===== config.mk =====
export PLATFORM = sky130hd
export DESIGN_NAME = expression_tokenizer_flat
export DESIGN_NICKNAME = d
export VERILOG_FILES = /design/src/hdl/expt_pkg.sv /design/src/hdl/expt_if.sv /design/src/hdl/expression_tokenizer.sv /design/src/hdl/expt_lexer.sv /design/src/hdl/expt_tokq.sv /design/src/flat_wrapper.sv
export VERILOG_INCLUDE_DIRS = /design/src /design/src/hdl
export SDC_FILE = /design/constraint.sdc
export NUM_CORES = 1
export LEC_CHECK = 0
export ABC_AREA = 1
export BUFFER_PORTS_ARGS = -buffer_cell sky130_fd_sc_hd__buf_2
export CAP_MARGIN = 0
export CORE_ASPECT_RATIO = 0.6
export CORE_UTILIZATION = 35
export DETAILED_ROUTE_END_ITERATION = 8
export PLACE_DENSITY = 0.53
export SYNTH_ARGS = -nofsm -noshare
export SYNTH_HDL_FRONTEND = slang
export SYNTH_SLANG_ARGS = --single-unit
export TNS_END_PERCENT = 1

===== constraint.sdc =====
create_clock -name clk -period 10.39 [get_ports clk]
set_input_delay 0.5195 -clock clk [delete_from_list [all_inputs] [get_ports clk]]
set_output_delay 0.5195 -clock clk [all_outputs]
set_load 0.01 [all_outputs]

===== src/hdl/expression_tokenizer_assert.svh =====
// Assertion macros for the expression tokenizer.
// Uses clk and rst_n of the including module; define NO_ASSERTIONS to drop them.
`ifndef EXPRESSION_TOKENIZER_ASSERT_SVH
`define EXPRESSION_TOKENIZER_ASSERT_SVH
`ifndef NO_ASSERTIONS
`define ET_ASSERT_NOW(lbl, ante, cons) \
  lbl: assert property (@(posedge clk) disable iff (!rst_n) (ante) |-> (cons)) \
    else $error("%m: check failed");
`define ET_ASSERT_NEXT(lbl, ante, cons) \
  lbl: assert property (@(posedge clk) disable iff (!rst_n) (ante) |=> (cons)) \
    else $error("%m: check failed");
`else
`define ET_ASSERT_NOW(lbl, ante, cons)
`define ET_ASSERT_NEXT(lbl, ante, cons)
`endif
`endif


===== src/hdl/expt_pkg.sv =====
// Shared types, codes and character helpers for the expression tokenizer.
// No dependencies.
`timescale 1ns / 1ps
package expt_pkg;

  typedef enum logic [3:0] {
    MODE_IDLE,
    MODE_COMMENT,
    MODE_NUMBER,
    MODE_IDENT,
    MODE_S,
    MODE_SU,
    MODE_SQ,
    MODE_SQR,
    MODE_E,
    MODE_EX
  } scan_mode_t;

  localparam logic [4:0] KIND_C       = 5'd14;
  localparam logic [4:0] KIND_A       = 5'd15;
  localparam logic [4:0] KIND_SUM     = 5'd16;
  localparam logic [4:0] KIND_EXP     = 5'd17;
  localparam logic [4:0] KIND_SQRT    = 5'd18;
  localparam logic [4:0] KIND_NUM     = 5'd19;
  localparam logic [4:0] KIND_ID      = 5'd20;
  localparam logic [4:0] KIND_END     = 5'd21;
  localparam logic [4:0] KIND_BAD     = 5'd22;
  localparam logic [4:0] KIND_RUNAWAY = 5'd23;

  localparam logic [7:0]  CH_NUL  = 8'h00;
  localparam logic [7:0]  CH_NL   = 8'h0A;
  localparam logic [7:0]  CH_HASH = "#";
  localparam logic [7:0]  CH_C    = "c";
  localparam logic [7:0]  CH_A    = "a";
  localparam logic [7:0]  CH_S    = "s";
  localparam logic [7:0]  CH_E    = "e";

  localparam logic [23:0] LINE_MAX = 24'hFFFFFF;
  localparam logic [7:0]  LEN_MAX  = 8'd255;

  localparam int unsigned QUEUE_DEPTH = 4;
  localparam int unsigned QPTR_BITS   = 2;
  localparam int unsigned QLVL_BITS   = 3;

  typedef struct packed {
    logic [4:0]  kind;
    logic [23:0] line_no;
    logic [31:0] offset;
    logic [7:0]  length;
    logic        last;
  } token_t;

  // Up to two tokens caused by one byte, in emission order.
  typedef struct packed {
    logic [1:0] count;
    token_t     tok0;
    token_t     tok1;
  } lex_out_t;

  typedef struct packed {
    logic [QLVL_BITS-1:0] level;
    logic                 has_room;
    logic                 nonempty;
  } tokq_stat_t;

  // {hit, kind} for the fourteen single-character operators and brackets
  function automatic logic [5:0] op_lookup(input logic [7:0] b);
    logic [5:0] r;
    unique case (b)
      ",":     r = {1'b1, 5'd0};
      "-":     r = {1'b1, 5'd1};
      "+":     r = {1'b1, 5'd2};
      "/":     r = {1'b1, 5'd3};
      "*":     r = {1'b1, 5'd4};
      "^":     r = {1'b1, 5'd5};
      "!":     r = {1'b1, 5'd6};
      "=":     r = {1'b1, 5'd7};
      "(":     r = {1'b1, 5'd8};
      ")":     r = {1'b1, 5'd9};
      "[":     r = {1'b1, 5'd10};
      "]":     r = {1'b1, 5'd11};
      "{":     r = {1'b1, 5'd12};
      "}":     r = {1'b1, 5'd13};
      default: r = 6'd0;
    endcase
    return r;
  endfunction

  function automatic logic is_digit(input logic [7:0] b);
    return (b >= "0") && (b <= "9");
  endfunction

  function automatic logic is_alpha(input logic [7:0] b);
    return ((b >= "a") && (b <= "z")) || ((b >= "A") && (b <= "Z"));
  endfunction

  function automatic logic is_space(input logic [7:0] b);
    return (b == " ") || ((b >= 8'd9) && (b <= 8'd13));
  endfunction

endpackage


===== src/hdl/expt_if.sv =====
// Valid/ready channel interfaces: text bytes in, tokens out.
// No dependencies.
`timescale 1ns / 1ps
interface expt_byte_if;
  logic       valid;
  logic       ready;
  logic [7:0] text_byte;

  modport source (output valid, output text_byte, input ready);
  modport sink (input valid, input text_byte, output ready);
endinterface

interface expt_token_if;
  logic        valid;
  logic        ready;
  logic [4:0]  token_kind;
  logic [23:0] token_line;
  logic [31:0] token_offset;
  logic [7:0]  token_length;
  logic        last_of_run;

  modport source (output valid, output token_kind, output token_line, output token_offset,
                  output token_length, output last_of_run, input ready);
  modport sink (input valid, input token_kind, input token_line, input token_offset,
                input token_length, input last_of_run, output ready);
endinterface


===== src/hdl/expression_tokenizer.sv =====
// Expression tokenizer: takes one byte per beat, delivers tokens with kind,
// line, offset and length. A token is registered into the token queue with
// the byte that completes it and is offered on out_ch at the queue head.
// Throughput: one byte per cycle, but in_ch stalls while the four-entry
// token queue holds more than two tokens; out_ch gives one token per beat.
// Reset (synchronous, rst_n low) clears scanner state and empties the queue.
`timescale 1ns / 1ps
`include "expression_tokenizer_assert.svh"
module expression_tokenizer import expt_pkg::*; #(
  parameter int OFFSET_BITS = 32
) (
  input logic          clk,
  input logic          rst_n,
  expt_byte_if.sink    in_ch,
  expt_token_if.source out_ch
);

  lex_out_t   lex;
  tokq_stat_t q_stat;
  token_t     head;
  logic       in_fire, out_fire;
  token_t     last_tok;

  assign in_ch.ready = q_stat.has_room;
  assign in_fire     = in_ch.valid && in_ch.ready;
  assign out_fire    = out_ch.valid && out_ch.ready;

  expt_lexer #(
    .OFFSET_BITS (OFFSET_BITS)
  ) u_lexer (
    .clk       (clk),
    .rst_n     (rst_n),
    .take      (in_fire),
    .text_byte (in_ch.text_byte),
    .lex       (lex)
  );

  expt_tokq u_tokq (
    .clk   (clk),
    .rst_n (rst_n),
    .push  (in_fire),
    .lex   (lex),
    .pop   (out_fire),
    .head  (head),
    .stat  (q_stat)
  );

  assign out_ch.valid        = q_stat.nonempty;
  assign out_ch.token_kind   = head.kind;
  assign out_ch.token_line   = head.line_no;
  assign out_ch.token_offset = head.offset;
  assign out_ch.token_length = head.length;
  assign out_ch.last_of_run  = head.last;

  assign last_tok = (lex.count == 2'd2) ? lex.tok1 : lex.tok0;

  // end byte always closes the beat with an end token
  `ET_ASSERT_NOW(a_end_token, in_fire && (in_ch.text_byte == CH_NUL), (lex.count != 2'd0) && (last_tok.kind == KIND_END))
  `ET_ASSERT_NOW(a_no_overflow, in_fire, q_stat.level <= QLVL_BITS'(QUEUE_DEPTH - 2))
  `ET_ASSERT_NEXT(a_pop_only, out_fire && !in_fire, q_stat.level == $past(q_stat.level) - 3'd1)
  `ET_ASSERT_NOW(a_two_has_sb_last, in_fire && (lex.count == 2'd2), !lex.tok0.last && lex.tok1.last)

endmodule


===== src/hdl/expt_lexer.sv =====
// Scanner state machine: classifies one byte per beat, yields 0..2 tokens.
// Depends on expt_pkg.
`timescale 1ns / 1ps
module expt_lexer import expt_pkg::*; #(
  parameter int OFFSET_BITS = 32
) (
  input  logic       clk,
  input  logic       rst_n,
  input  logic       take,
  input  logic [7:0] text_byte,
  output lex_out_t   lex
);

  scan_mode_t             mode_r, mode_nxt;
  logic [OFFSET_BITS-1:0] pos_r, pos_nxt;
  logic [OFFSET_BITS-1:0] spos_r, spos_nxt;
  logic [23:0]            line_r, line_nxt;
  logic [23:0]            sline_r, sline_nxt;
  logic [7:0]             rlen_r, rlen_nxt;

  logic [63:0] pos_ext, spos_ext;
  logic [5:0]  op_res;
  logic [7:0]  grown;

  // start-of-token classification
  logic       sb_emit, sb_begin, sb_nl, sb_end;
  logic [4:0] sb_kind;
  logic [7:0] sb_len;
  scan_mode_t sb_mode;

  // keyword prefix matching
  logic       kw_match, kw_done;
  logic [4:0] kw_kind;
  scan_mode_t kw_next;

  logic       use_sb, run_emit, run_grow_len, grow, sb_fire;
  logic [4:0] run_kind;
  token_t     run_tok, sb_tok;

  assign pos_ext  = 64'(pos_r);
  assign spos_ext = 64'(spos_r);
  assign op_res   = op_lookup(text_byte);
  assign grown    = (rlen_r == LEN_MAX) ? rlen_r : rlen_r + 8'd1;

  always_comb begin
    sb_emit  = 1'b0;
    sb_begin = 1'b0;
    sb_nl    = 1'b0;
    sb_end   = 1'b0;
    sb_kind  = KIND_BAD;
    sb_len   = 8'd1;
    sb_mode  = MODE_IDLE;
    priority if (text_byte == CH_NUL) begin
      sb_emit = 1'b1;
      sb_kind = KIND_END;
      sb_len  = 8'd0;
      sb_end  = 1'b1;
    end else if (is_space(text_byte)) begin
      sb_nl = (text_byte == CH_NL);
    end else if (text_byte == CH_HASH) begin
      sb_begin = 1'b1;
      sb_mode  = MODE_COMMENT;
    end else if (op_res[5]) begin
      sb_emit = 1'b1;
      sb_kind = op_res[4:0];
    end else if (text_byte == CH_C) begin
      sb_emit = 1'b1;
      sb_kind = KIND_C;
    end else if (text_byte == CH_A) begin
      sb_emit = 1'b1;
      sb_kind = KIND_A;
    end else if (text_byte == CH_S) begin
      sb_begin = 1'b1;
      sb_mode  = MODE_S;
    end else if (text_byte == CH_E) begin
      sb_begin = 1'b1;
      sb_mode  = MODE_E;
    end else if (is_digit(text_byte)) begin
      sb_begin = 1'b1;
      sb_mode  = MODE_NUMBER;
    end else if (is_alpha(text_byte)) begin
      sb_begin = 1'b1;
      sb_mode  = MODE_IDENT;
    end else begin
      sb_emit = 1'b1;
    end
  end

  always_comb begin
    kw_match = 1'b0;
    kw_done  = 1'b0;
    kw_kind  = KIND_SUM;
    kw_next  = MODE_IDLE;
    unique case (mode_r)
      MODE_S: begin
        kw_match = (text_byte == "q") || (text_byte == "u");
        kw_next  = (text_byte == "q") ? MODE_SQ : MODE_SU;
      end
      MODE_SU: begin
        kw_match = (text_byte == "m");
        kw_done  = 1'b1;
        kw_kind  = KIND_SUM;
      end
      MODE_SQ: begin
        kw_match = (text_byte == "r");
        kw_next  = MODE_SQR;
      end
      MODE_SQR: begin
        kw_match = (text_byte == "t");
        kw_done  = 1'b1;
        kw_kind  = KIND_SQRT;
      end
      MODE_E: begin
        kw_match = (text_byte == "x");
        kw_next  = MODE_EX;
      end
      MODE_EX: begin
        kw_match = (text_byte == "p");
        kw_done  = 1'b1;
        kw_kind  = KIND_EXP;
      end
      default: begin
      end
    endcase
  end

  always_comb begin
    use_sb       = 1'b0;
    run_emit     = 1'b0;
    run_grow_len = 1'b0;
    grow         = 1'b0;
    run_kind     = KIND_ID;
    mode_nxt     = mode_r;
    unique case (mode_r)
      MODE_COMMENT: begin
        if (text_byte == CH_NUL) begin
          run_emit = 1'b1;
          run_kind = KIND_RUNAWAY;
          use_sb   = 1'b1;
        end else if (text_byte == CH_NL) begin
          use_sb = 1'b1;
        end else begin
          grow = 1'b1;
        end
      end
      MODE_NUMBER: begin
        if (is_digit(text_byte)) begin
          grow = 1'b1;
        end else begin
          run_emit = 1'b1;
          run_kind = KIND_NUM;
          use_sb   = 1'b1;
        end
      end
      MODE_IDENT: begin
        if (is_alpha(text_byte)) begin
          grow = 1'b1;
        end else begin
          run_emit = 1'b1;
          use_sb   = 1'b1;
        end
      end
      MODE_S, MODE_SU, MODE_SQ, MODE_SQR, MODE_E, MODE_EX: begin
        if (kw_match) begin
          grow = 1'b1;
          if (kw_done) begin
            run_emit     = 1'b1;
            run_kind     = kw_kind;
            run_grow_len = 1'b1;
            mode_nxt     = MODE_IDLE;
          end else begin
            mode_nxt = kw_next;
          end
        end else if (is_alpha(text_byte)) begin
          // broken prefix continues as an identifier
          grow     = 1'b1;
          mode_nxt = MODE_IDENT;
        end else begin
          run_emit = 1'b1;
          use_sb   = 1'b1;
        end
      end
      default: begin
        use_sb = 1'b1;
      end
    endcase
    if (use_sb) begin
      mode_nxt = sb_mode;
    end
  end

  assign sb_fire = use_sb && sb_emit;

  always_comb begin
    run_tok.kind    = run_kind;
    run_tok.line_no = sline_r;
    run_tok.offset  = spos_ext[31:0];
    run_tok.length  = run_grow_len ? grown : rlen_r;
    run_tok.last    = !sb_fire;

    sb_tok.kind    = sb_kind;
    sb_tok.line_no = line_r;
    sb_tok.offset  = pos_ext[31:0];
    sb_tok.length  = sb_len;
    sb_tok.last    = 1'b1;

    lex.count = {1'b0, run_emit} + {1'b0, sb_fire};
    lex.tok0  = run_emit ? run_tok : sb_tok;
    lex.tok1  = sb_tok;
  end

  always_comb begin
    spos_nxt  = spos_r;
    sline_nxt = sline_r;
    rlen_nxt  = rlen_r;
    if (use_sb && sb_begin) begin
      spos_nxt  = pos_r;
      sline_nxt = line_r;
      rlen_nxt  = 8'd1;
    end else if (grow) begin
      rlen_nxt = grown;
    end

    line_nxt = line_r;
    if (use_sb && sb_end) begin
      line_nxt = 24'd1;
    end else if (use_sb && sb_nl && (line_r != LINE_MAX)) begin
      line_nxt = line_r + 24'd1;
    end

    // restart counting for the next text after the end byte
    pos_nxt = (use_sb && sb_end) ? '0 : pos_r + {{(OFFSET_BITS-1){1'b0}}, 1'b1};
  end

  always_ff @(posedge clk) begin
    if (!rst_n) begin
      mode_r  <= MODE_IDLE;
      pos_r   <= '0;
      spos_r  <= '0;
      line_r  <= 24'd1;
      sline_r <= 24'd1;
      rlen_r  <= 8'd0;
    end else if (take) begin
      mode_r  <= mode_nxt;
      pos_r   <= pos_nxt;
      spos_r  <= spos_nxt;
      line_r  <= line_nxt;
      sline_r <= sline_nxt;
      rlen_r  <= rlen_nxt;
    end
  end

endmodule


===== src/hdl/expt_tokq.sv =====
// Four-entry token queue: takes up to two tokens per beat, gives one.
// Depends on expt_pkg.
`timescale 1ns / 1ps
module expt_tokq import expt_pkg::*; (
  input  logic       clk,
  input  logic       rst_n,
  input  logic       push,
  input  lex_out_t   lex,
  input  logic       pop,
  output token_t     head,
  output tokq_stat_t stat
);

  token_t               slot_r [QUEUE_DEPTH];
  logic [QPTR_BITS-1:0] wr_r, wr_nxt, rd_r, rd_nxt;
  logic [QLVL_BITS-1:0] level_r, level_nxt;
  logic [1:0]           push_n;

  assign push_n    = push ? lex.count : 2'd0;
  assign wr_nxt    = wr_r + QPTR_BITS'(push_n);
  assign rd_nxt    = rd_r + QPTR_BITS'(pop);
  assign level_nxt = level_r + QLVL_BITS'(push_n) - QLVL_BITS'(pop);

  assign head          = slot_r[rd_r];
  assign stat.level    = level_r;
  assign stat.nonempty = (level_r != '0);
  // keep room for the two tokens one byte may cause
  assign stat.has_room = (level_r <= QLVL_BITS'(QUEUE_DEPTH - 2));

  always_ff @(posedge clk) begin
    if (!rst_n) begin
      wr_r    <= '0;
      rd_r    <= '0;
      level_r <= '0;
    end else begin
      wr_r    <= wr_nxt;
      rd_r    <= rd_nxt;
      level_r <= level_nxt;
    end
  end

  always_ff @(posedge clk) begin
    if (push_n != 2'd0) begin
      slot_r[wr_r] <= lex.tok0;
    end
    if (push_n == 2'd2) begin
      slot_r[wr_r + QPTR_BITS'(1)] <= lex.tok1;
    end
  end

endmodule


===== src/flat_wrapper.sv =====
// flat-port wrapper written by rule: the top's interface ports become plain ports
module expression_tokenizer_flat import expt_pkg::*;
#(
  parameter int OFFSET_BITS = 32
)
  (clk, rst_n, in_ch_valid, in_ch_text_byte, in_ch_ready, out_ch_valid, out_ch_token_kind, out_ch_token_line, out_ch_token_offset, out_ch_token_length, out_ch_last_of_run, out_ch_ready);
  expt_byte_if in_ch_i ();
  expt_token_if out_ch_i ();
  input logic clk;
  input logic rst_n;
  input wire logic [$bits(in_ch_i.valid)-1:0] in_ch_valid;
  input wire logic [$bits(in_ch_i.text_byte)-1:0] in_ch_text_byte;
  output wire logic [$bits(in_ch_i.ready)-1:0] in_ch_ready;
  output wire logic [$bits(out_ch_i.valid)-1:0] out_ch_valid;
  output wire logic [$bits(out_ch_i.token_kind)-1:0] out_ch_token_kind;
  output wire logic [$bits(out_ch_i.token_line)-1:0] out_ch_token_line;
  output wire logic [$bits(out_ch_i.token_offset)-1:0] out_ch_token_offset;
  output wire logic [$bits(out_ch_i.token_length)-1:0] out_ch_token_length;
  output wire logic [$bits(out_ch_i.last_of_run)-1:0] out_ch_last_of_run;
  input wire logic [$bits(out_ch_i.ready)-1:0] out_ch_ready;
  assign in_ch_i.valid = in_ch_valid;
  assign in_ch_i.text_byte = in_ch_text_byte;
  assign in_ch_ready = in_ch_i.ready;
  assign out_ch_valid = out_ch_i.valid;
  assign out_ch_token_kind = out_ch_i.token_kind;
  assign out_ch_token_line = out_ch_i.token_line;
  assign out_ch_token_offset = out_ch_i.token_offset;
  assign out_ch_token_length = out_ch_i.token_length;
  assign out_ch_last_of_run = out_ch_i.last_of_run;
  assign out_ch_i.ready = out_ch_ready;
  expression_tokenizer #(.OFFSET_BITS(OFFSET_BITS)) u_core (.clk(clk), .rst_n(rst_n), .in_ch(in_ch_i), .out_ch(out_ch_i));
endmodule

* After elaboration in Yosys (flattened, before gate mapping)
Memory sizes are Yosys's and may differ from the RTL's. A register that Yosys moved wholly into a read port is not among the register bits.
Cells that the tools add are included.
** Operators by class
- Add/sub/neg operators :: 9
- Order comparisons :: 9
- Equality and inequality tests :: 40
- Multiplexer cells :: 85
- Reduce and logical (&&, ||, !) cells :: 28
** Operators by type and width (count)
- $eq A8 B7 Y1 const B :: 16
- $eq A8 B6 Y1 const B :: 11
- $pmux W6 S14 :: 1
- $mux W70 :: 1
- $mux W4 :: 13
- $mux W24 :: 2
- $mux W1 :: 41
- $mux W5 :: 8
- $add A32 B1 Y32 const B :: 1
- $mux W32 :: 1
- $mux W8 :: 4
- $add A24 B1 Y24 const B :: 1
- $ne A24 B24 Y1 const B :: 1
- $eq A4 B3 Y1 const B :: 4
- $ge A8 B7 Y1 const B :: 2
- $le A8 B7 Y1 const B :: 2
- $pmux W5 S3 :: 1
- $mux W2 :: 6
- $pmux W1 S4 :: 3
- $pmux W4 S3 :: 1
- $logic_and A1 B1 Y1 :: 11
- $add A8 B1 Y8 const B :: 1
- $eq A4 B2 Y1 const B :: 2
- $eq A4 B4 Y1 const B :: 2
- 27 further kinds :: 35
** Word-level totals
- Register bits :: 131
- Memory bits (writable) :: 280
- Output and inout bits :: 72
- Logic and storage cells :: 181
- Memories :: 1
** Memories
- u_core.u_tokq.slot_r :: depth 4, width 70, read ports 1, clocked after Yosys merged registers in 1, write ports 2, line expt_tokq.sv:14 : token_t slot_r [QUEUE_DEPTH];

* Logic depth before layout (Yosys ltp)
Gate-level depths: netlist of the first run.
- Depth after elaboration :: 19
- Depth in mapped cells :: 25
- Mapped depth without buffers :: 24

* Hierarchy
Synthesis of the first run repeated with hierarchy kept, for this count alone.
** Unflattened totals
- Cell total of the unflattened synthesis :: 2764
- Area total of the unflattened synthesis :: 22153.7 µm²
** By module, submodules not included
- expt_tokq :: instances 1, cells each 1503, area each 14360.0 µm², sequential area each 8548.2 µm²
- expt_lexer :: instances 1, cells each 1257, area each 7778.7 µm², sequential area each 2482.4 µm²
- expression_tokenizer :: instances 1, cells each 4, area each 15.0 µm², sequential area each 0.0 µm²

* Worst setup path before layout of the first run
OpenSTA, ideal clock, no wires.
- Path kind :: input to register
- Start point :: input in_ch_text_byte[3]
- End point :: memory u_core.u_tokq.slot_r[3][68] in the netlist's numbering (data pin)
- Setup time :: 0.149 ns
- Arrival :: 3.514 ns
- Data required time :: 10.241 ns
- Slack :: 6.727 ns
- Stages on the path :: 18
- Path buffers :: 2
- Path through :: buf_2 -> nor2_2 -> nand3_1 -> nor2_2 -> nand4_1 -> nand2_1 -> inv_2 -> nand3_4 -> buf_4 -> ha_1 -> inv_1 -> nor2_2 -> nor2_1 -> nor2_2 -> nor2_1 -> inv_2 -> nand4_1 -> a21oi_1
** RTL lines
- from (decl) :: line flat_wrapper.sv:12 : input wire logic [$bits(in_ch_i.text_byte)-1:0] in_ch_text_byte;
- to (decl) :: line expt_tokq.sv:14

==> results, run 1 <==
- Of the synthesized area, sequential elements account for 0.490.
- Of all nets on the critical path, the largest fanout is 71.
- The number of enable-type register cells in the synthesized netlist is between 200 and 250.
- The layout has 6318 filler cells.
- The layout net count is about 2900.
- The share of total power dissipated in sequential elements is 0.371.
- The detail route stage leaves a number of antenna-violating nets equal to 0.
- The hold buffer count at CTS is 0.
- Walking the worst path, the cells encountered are nand2_1, inv_1, nand3_1, nand3_1, nor2_1, nand3_1, nand2_2, nand2_4, nand3_4, ha_1, inv_1, nor2_2, nor2_1, nor2_4, buf_4, nor2_1, inv_2, buf_4, nand4_1, a21oi_1.
- The insertion delay of the later-clocked pin in the worst-skew pair is a little under 600 ps.
- The total area of sequential cells is ~0.011 sq mm.
- The routability-driven placement congestion ratio is roughly 0.90.
- After synthesis, the cell types taking the most area are sky130_fd_sc_hd__edfxtp_1 34%, sky130_fd_sc_hd__dfxtp_1 15%, sky130_fd_sc_hd__nand2_1 14%, sky130_fd_sc_hd__nand3_1 7.0%, sky130_fd_sc_hd__o21ai_0 5.1%.
- The finished cells cover 0.0240 sq mm.
- The worst supply voltage drop on vdd is 0.000140 V.
- The measured slew at the worst slew-check pin is roughly 1300 ps.
- The share of synthesized area in the top cell type comes to 0.341.
- The worst stage delay on the critical path is around 740 ps.
- For this run, design rule violations remaining after detail routing come to 0.
- Setup repair after global routing left no endpoint under its margin.
- Among all flip-flop cells after synthesis, the most frequent one is sky130_fd_sc_hd__edfxtp_1.
- Max-cap violations in this run came to 0.
- The path type of the worst min-delay path is flip-flop to flip-flop.
- The cell chosen for the clock root is sky130_fd_sc_hd__clkbuf_16.
- STA puts the critical path data arrival time at between 6000 and 7000 ps.
- OpenSTA, run right after detailed placement, puts the worst setup slack at roughly 4300 ps.
- Synthesis produced slightly below 3000 cells.
- The Yosys warning count is 0.
- The worst setup path is launched from a flip-flop.
- The total wire length after detailed routing is around 70000 um.
- The smallest clock period supported by the final layout is computed as 6190 ps.
- The starting density of the core is 0.357.
- The maximum clock frequency is around 160 MHz.
- The number of clock sinks is approximately 410.
- TritonCTS built the clock tree.
- Counting the buffers created by CTS gives 42.
- The first global-routing pass estimated ~110000 um of wire.
- The total power of the final layout is around 5700 uW.
- The proportion of power drawn by combinational gates is 0.357.
- The minimum setup slack in the final design is around 4200 ps.
- The iteration-0 DRC count of the detailed router is about 2000.
- Clock-pin slew was measured on the worst setup and hold paths at around 70 ps.
- The setup path with the least slack is of type flip-flop to flip-flop.
- Dividing the final minimum period by the clock period gives 0.595.
- Entering global routing, the biggest net connects ~110 pins.
- In this run the power density over the cells is 237 mW/mm^2.
- The share of total power dissipated in the clock network is 0.272.
- The total via count after detailed routing is approximately 20000.
- The worst clock skew on the final layout is approximately 23 ps.
- The nature of the critical path endpoint is a flip-flop.
- The average wire per standard cell is ~19 um.
- The number of global-route vias before repair is approximately 19000.
- At the worst endpoint, the required time is between 10000 and 15000 ps.
- Setup violations remaining at the end of the flow were counted as 0.
- The proportion of total power due to net switching is 0.399.
- The leakage dissipation is about 0.01 uW.
- The number of diodes added for antenna fixing is 0.
- The post-CTS setup buffer count is 0.
- The number of I/O pins is 84.
- The wire-length estimate of the detail-placed layout is between 40000 and 50000 um.
- The number of I/O port buffers is just over 80.
- When the netlist entered floorplanning its net count stood at 2911.
- The global routing usage summed across all routing layers is 0.218.
- A synthesized cell averages ~7.6 sq um.
- Leaving out fill and tap cells, the most frequent cells in the layout are 820 x sky130_fd_sc_hd__nand2_1, 305 x sky130_fd_sc_hd__nand3_1, 257 x sky130_fd_sc_hd__nor2_1.
- From synthesis to final layout, the design area changed by 9.75%.
- The max-slew violation count was 0.
- The first detailed-routing pass took 5 iterations.
- The floorplan die area is 0.0635 sq mm.
- The netlist area before placement is roughly 0.022 sq mm.
- For this design, the slowest cell found on the critical path is sky130_fd_sc_hd__nand2_4.
- The fraction of synthesis flops using an asynchronous set or reset pin is 0.
- The relative slew slack is 0.102.
- The final count of hold timing violations is 0.
- Counting distinct cell types in the post-synthesis netlist gives 46.
- The row count is 70.
- The horizontal extent of the die is about 320 um.
- The via density per instance is 5.35.
- The internal portion of the total power is 3410 uW.
- The number of antenna violations at the first check in global routing is 0.
- No sink is reached through more buffers than the 3 on the longest clock path.
- Counting flops and latches in the post-synthesis netlist gives 411.
- The count of cells resized by post-cts repair is 0.
- In this run the number of H-tree levels came out at 2.
- The fraction of final layout cells sized beyond drive strength 1 is 0.0771.
- The library cell used most frequently in the layout, excluding fill and tap cells, is sky130_fd_sc_hd__nand2_1.
- Global routing finished with a remaining overflow of 0.
- The core area is about 0.06 sq mm.
- Summed over all nets, the switching power comes to 2270 uW.
- Once placement finished, the instance area stood at approximately 0.023 sq mm.
- The largest area contributor in the synthesized netlist is sky130_fd_sc_hd__edfxtp_1.
- The vertical extent of the die is approximately 200 um.
- The area used by multi-input combinational logic is roughly 0.0095 sq mm.
- The flow ran to the end, and the final reports show no timing, DRC or antenna violations.
- After routing, the total negative slack on setup checks comes to 0 ps.
[logic make-up (layout without fill, tap and decap cells)]
logic type,count (synthesis),count (layout),share of synthesized area
buf+inv,423,400,0.0776
flops,411,411,0.490
xor+xnor,22,22,0.00881
simple gates,1557,1557,0.305
fa+ha+maj,10,10,0.00606
compound gates,466,466,0.113
[power by group through the flow]
stage / Clock (uW) / Sequential, uW / Combinational (uW)
detailed placement: 0 / 2140 / 2040
floorplan: 0 / 2100 / 1330
global route: 1640 / 2130 / 2250
global placement: 0 / 2140 / 2000
finish: 1550 / 2110 / 2030
CTS: 1580 / 2110 / 2040
[worst paths after layout]
path | from | endpoint | slack [ps] | cells past startpoint
setup / recovery | u_core.u_lexer.mode_r[0] | u_core.u_tokq.slot_r[3][68] | 4200 | 20
hold / removal | u_core.u_lexer.spos_r[25] | u_core.u_lexer.spos_r[25] | 450 | 2
setup reg to reg | u_core.u_lexer.mode_r[0] | u_core.u_tokq.slot_r[3][68] | 4200 | 20
hold reg to reg | u_core.u_lexer.spos_r[25] | u_core.u_lexer.spos_r[25] | 450 | 2
[Yosys cell counts (2+ instances only)]
| cell type | number |
|---|---|
| sky130_fd_sc_hd__inv_1 | 191 |
| sky130_fd_sc_hd__a31oi_1 | 2 |
| sky130_fd_sc_hd__nand2_2 | 6 |
| sky130_fd_sc_hd__o21ai_1 | 32 |
| sky130_fd_sc_hd__o21ai_0 | 223 |
| sky130_fd_sc_hd__buf_1 | 7 |
| sky130_fd_sc_hd__dfxtp_1 | 163 |
| sky130_fd_sc_hd__buf_4 | 8 |
| sky130_fd_sc_hd__edfxtp_1 | 248 |
| sky130_fd_sc_hd__nor4_1 | 13 |
| sky130_fd_sc_hd__clkbuf_1 | 137 |
| sky130_fd_sc_hd__nand4_1 | 99 |
| sky130_fd_sc_hd__o22ai_1 | 74 |
| sky130_fd_sc_hd__o2bb2ai_1 | 2 |
| sky130_fd_sc_hd__a21oi_1 | 124 |
| sky130_fd_sc_hd__ha_1 | 9 |
| sky130_fd_sc_hd__clkbuf_2 | 2 |
| sky130_fd_sc_hd__nor3_1 | 30 |
| sky130_fd_sc_hd__o21ai_2 | 2 |
| sky130_fd_sc_hd__xor2_1 | 19 |
| sky130_fd_sc_hd__nor3b_1 | 5 |
| sky130_fd_sc_hd__inv_2 | 19 |
| sky130_fd_sc_hd__nor2_2 | 14 |
| sky130_fd_sc_hd__clkinv_1 | 4 |
| sky130_fd_sc_hd__xnor2_1 | 3 |
| sky130_fd_sc_hd__nand2_1 | 820 |
| sky130_fd_sc_hd__nand3_1 | 305 |
| sky130_fd_sc_hd__buf_2 | 53 |
| sky130_fd_sc_hd__nor2_1 | 257 |
| sky130_fd_sc_hd__nand2_4 | 2 |
[routing by layer]
layer  part of all wire  vias to the layer above  track usage
met2               0.41                      743        0.319
met4              0.013                        0       0.0398
li1                   -                     9593            -
met1               0.51                     9346        0.337
met3              0.072                       80       0.0343
met5                  0                        -            0
[through the flow]
stage | utilization | hold slack (ps) | std cells
floorplan | - | 429 | 2889
global placement | 0.369 | 441 | 3616
detailed placement | 0.369 | 444 | 3616
CTS | 0.391 | 454 | 3694
global route | 0.391 | 472 | 3694
finish | 0.391 | 454 | 3694
[worst max-delay path, delay by kind of cell, from the launching register on]
family / cells / cell delay, ps
compound gates: 1 / 140
fa+ha+maj: 1 / 320
buf+inv: 5 / 2250
flops: 1 / 720
simple gates: 13 / 2520
[state kept, by name (all words and copies together) (netlist names)]
| name | count |
|---|---|
| u_core.u_tokq.level_r | 3 |
| u_core.u_lexer.pos_r | 32 |
| u_core.u_tokq.wr_r | 2 |
| u_core.u_lexer.sline_r | 24 |
| u_core.u_tokq.slot_r | 280 |
| u_core.u_lexer.mode_r | 4 |
| u_core.u_lexer.spos_r | 32 |
| u_core.u_lexer.line_r | 24 |
| u_core.u_tokq.rd_r | 2 |
| u_core.u_lexer.rlen_r | 8 |
[area by class of cell]
type / count / area share
Sequential cell: 411 / 0.446
Tap cell: 828 / 0.0432
Multi-Input combinational cell: 2055 / 0.395
Clock buffer: 58 / 0.0475
Clock inverter: 20 / 0.00891
Timing Repair Buffer: 107 / 0.0248
Inverter: 215 / 0.0338
Power figures use the tool's default switching activity.
==> run 2: changes to the inputs <==
Clock period 10.39 ns to 6.1 ns, I/O delays scaled along.
==> results, run 2 (synthesized netlist as in run 1, its figures left out) <==
- The run finished with clean final reports.
- The average wire per standard cell is 19.9 um (+5.1%).
- The clock-pin slew of the registers on the worst-case setup and hold paths is 60 ps (about the same).
- Setup repair after global routing left no endpoint under its margin.
- The number of max-capacitance violations reported came to 0 (unchanged).
- The largest fanout on the critical path is 41 (-42%).
- The worst-case clock buffer depth is 3 (unchanged).
- The starting density of the core is 0.357 (unchanged).
- The relative slew slack is 0.166 (+0.0640).
- The fill cell total of the finished layout was 6371 (+0.84%).
- The hold buffer count at CTS came to 0 (unchanged).
- The floorplan die area was 0.0635 sq mm (unchanged).
- The number of flip-flops in the largest register was 280 (unchanged).
- The classification of the worst setup path is flip-flop to flip-flop.
- The number of I/O pins is 84 (unchanged).
- The number of antenna violations at the first check in global routing is 3 (+3).
- The cell chosen for the clock root is sky130_fd_sc_hd__clkbuf_16.
- The total wire length after detailed routing is 73700 um (+5.1%).
- The depth of the CTS H-tree came to 2 (unchanged).
- The total via count after detailed routing is 20067 (+1.5%).
- The total power of the final layout came to 9800 uW (+73%).
- The cell area power density came to 408 mW/mm^2 (+72%).
- The number of setup violations in the final report is 0 (unchanged).
- The worst clock skew on the final layout is 22.2 ps (-0.713 ps).
- The path type of the worst min-delay path is primary input to flip-flop.
- The insertion delay of the later-clocked pin in the worst-skew pair came to 570 ps (about the same).
- The measured slew at the worst slew-check pin is 1250 ps (-95.9 ps).
- The most frequent standard cell in the layout excluding fill and tap cells is sky130_fd_sc_hd__nand2_1.
- The final period utilization is 0.762 (+0.166).
- The layout net count came to 2856 (+0.070%).
- The global routing usage summed across all routing layers came to 0.228 (+0.00961).
- The switching power total is 3980 uW (+76%).
- STA classifies the critical path startpoint as a flip-flop.
- The proportion of power drawn by combinational gates was 0.366 (+0.009).
- The number of iterations in the first detailed-routing pass is 5 (unchanged).
- The via density per instance is 5.43 (+1.5%).
- The minimum setup slack in the final design is 1450 ps (-2750 ps).
- The number of nets still failing antenna checks after routing is 0 (unchanged).
- The number of design rule violations left after detail routing came to 0 (unchanged).
- The number of clock sinks was 411 (unchanged).
- The internal power is 5820 uW (+70%).
- The number of global-route vias before repair is 18758 (+0.92%).
- The sum of overflow across all layers after global routing is 0 (unchanged).
- The maximum clock frequency is 215 MHz (+33%).
- The final count of hold timing violations was 0 (unchanged).
- The arrival time at the worst endpoint is 5050 ps (-1570 ps).
- The global-route wire length before repair is 113000 um (+3.6%).
- The proportion of total power due to net switching is 0.406 (+0.00702).
- The worst setup path is captured at a flip-flop.
- The clock share of power came to 0.269 (-0.003).
- The leakage dissipation came to 0.0100 uW (+0.23%).
- The part of the total power dissipated in sequential elements came to 0.365 (-0.006).
- The setup TNS is 0 ps (unchanged).
- The pre-CTS setup slack is 1530 ps (-2730 ps).
- The top cell types in the final layout, fill and taps aside, are 820 x sky130_fd_sc_hd__nand2_1, 305 x sky130_fd_sc_hd__nand3_1, 257 x sky130_fd_sc_hd__nor2_1.
- The time the final worst path needs with I/O delays and setup is 4650 ps (-1540 ps).
- The routability-driven placement congestion ratio is 0.883 (-1.5%).
- The row count is 70 (unchanged).
- The critical path required time came to 6510 ps (-4310 ps).
- The final HPWL from detailed placement is 43900 um (+0.79%).
- The area overhead of the layout relative to synthesis is 9.94%.
- The number of buffers inserted during clock tree synthesis was 42 (unchanged).
- The count of cells resized by post-cts repair was 0 (unchanged).
- The fraction of final layout cells sized beyond drive strength 1 is 0.0802 (+0.00311).
- The maximum number of pins on one net before global-route repair was 109 (-1.8%).
- The core area is 0.0613 sq mm (unchanged).
- The max-slew violation count came to 0 (unchanged).
- The largest registers in the layout are u_core.u_tokq.slot_r x280, u_core.u_lexer.pos_r x32, u_core.u_lexer.spos_r x32.
- TritonCTS built the clock tree.
- The worst supply voltage drop on vdd is 0.000314 V (+120%).
- The post-CTS setup buffer count came to 0 (unchanged).
- The iteration-0 DRC count of the detailed router came to 2056 (+0.44%).
- The vertical extent of the die is 196 um (unchanged).
- The horizontal extent of the die was 325 um (unchanged).
- The largest register by flop count is u_core.u_tokq.slot_r.
- The number of I/O port buffers is 83 (unchanged).
-- run 2: worst paths after layout --
check / from / end / slack [ps] / cells past startpoint
worst min-delay path: in_ch_text_byte[2] / u_core.u_lexer.mode_r[3] / 440 / 5
worst max-delay path: u_core.u_lexer.mode_r[0] / u_core.u_tokq.slot_r[2][0] / 1450 / 22
worst min register to register: u_core.u_lexer.spos_r[5] / u_core.u_lexer.spos_r[5] / 450 / 2
worst max register to register: u_core.u_lexer.mode_r[0] / u_core.u_tokq.slot_r[2][0] / 1450 / 22
-- run 2: final cells by class --
| type | count | area (sq um) | share of cell area |
|---|---|---|---|
| well taps | 828 | 1040 | 0.0431 |
| clock inverters | 16 | 141 | 0.00588 |
| clock buffers | 61 | 1230 | 0.0510 |
| diodes | 1 | 2.50 | 0.000104 |
| inverters | 215 | 812 | 0.0338 |
| flip-flops and latches | 411 | 10700 | 0.446 |
| repair buffers | 109 | 623 | 0.0259 |
| multi-input cells | 2055 | 9490 | 0.395 |
-- run 2: layer usage --
metal	share of wire	vias up	track usage	wire (um)
li1	-	9620	-	-
met1	0.49	9484	0.351	36300
met2	0.40	858	0.329	29800
met3	0.084	105	0.0385	6220
met4	0.019	0	0.0486	1370
met5	0	-	0	0
-- run 2: critical path, stage by stage (launching register included) --
cell and delay (ps):
sky130_fd_sc_hd__dfxtp_1 820, sky130_fd_sc_hd__nor2_1 140, sky130_fd_sc_hd__nand2_1 170, sky130_fd_sc_hd__nand2_1 60, sky130_fd_sc_hd__nand2_1 60, sky130_fd_sc_hd__nand2_1 50
sky130_fd_sc_hd__nor2_1 80, sky130_fd_sc_hd__nand3_1 110, sky130_fd_sc_hd__nand2_2 290, sky130_fd_sc_hd__nand2_4 100, sky130_fd_sc_hd__nand3_4 90, sky130_fd_sc_hd__ha_1 230
sky130_fd_sc_hd__inv_1 110, sky130_fd_sc_hd__nor2_2 70, sky130_fd_sc_hd__nor2_1 320, sky130_fd_sc_hd__inv_2 100, sky130_fd_sc_hd__nand2_2 200, sky130_fd_sc_hd__inv_2 60
sky130_fd_sc_hd__nor2_2 320, sky130_fd_sc_hd__inv_2 370, sky130_fd_sc_hd__buf_4 470, sky130_fd_sc_hd__nor2_1 170, sky130_fd_sc_hd__a21oi_1 60
-- run 2: through the flow --
step / cell area [sq um] / util / cells / hold slack, ps
6_report: 24000 / 0.392 / 3696 / 443
5_1_grt: 24000 / 0.392 / 3695 / 471
4_1_cts: 24000 / 0.392 / 3695 / 398
3_5_place_dp: 22700 / 0.370 / 3618 / 445
3_3_place_gp: 22700 / 0.370 / 3618 / 441
2_1_floorplan: 21900 / - / 2889 / 429
-- run 2: power by group through the flow --
stage,Combinational [uW],Sequential (uW),Clock (uW)
floorplan,2270,3570,0
global placement,3530,3630,0
detailed placement,3580,3640,0
CTS,3590,3580,2690
global route,3930,3610,2800
finish,3580,3580,2640
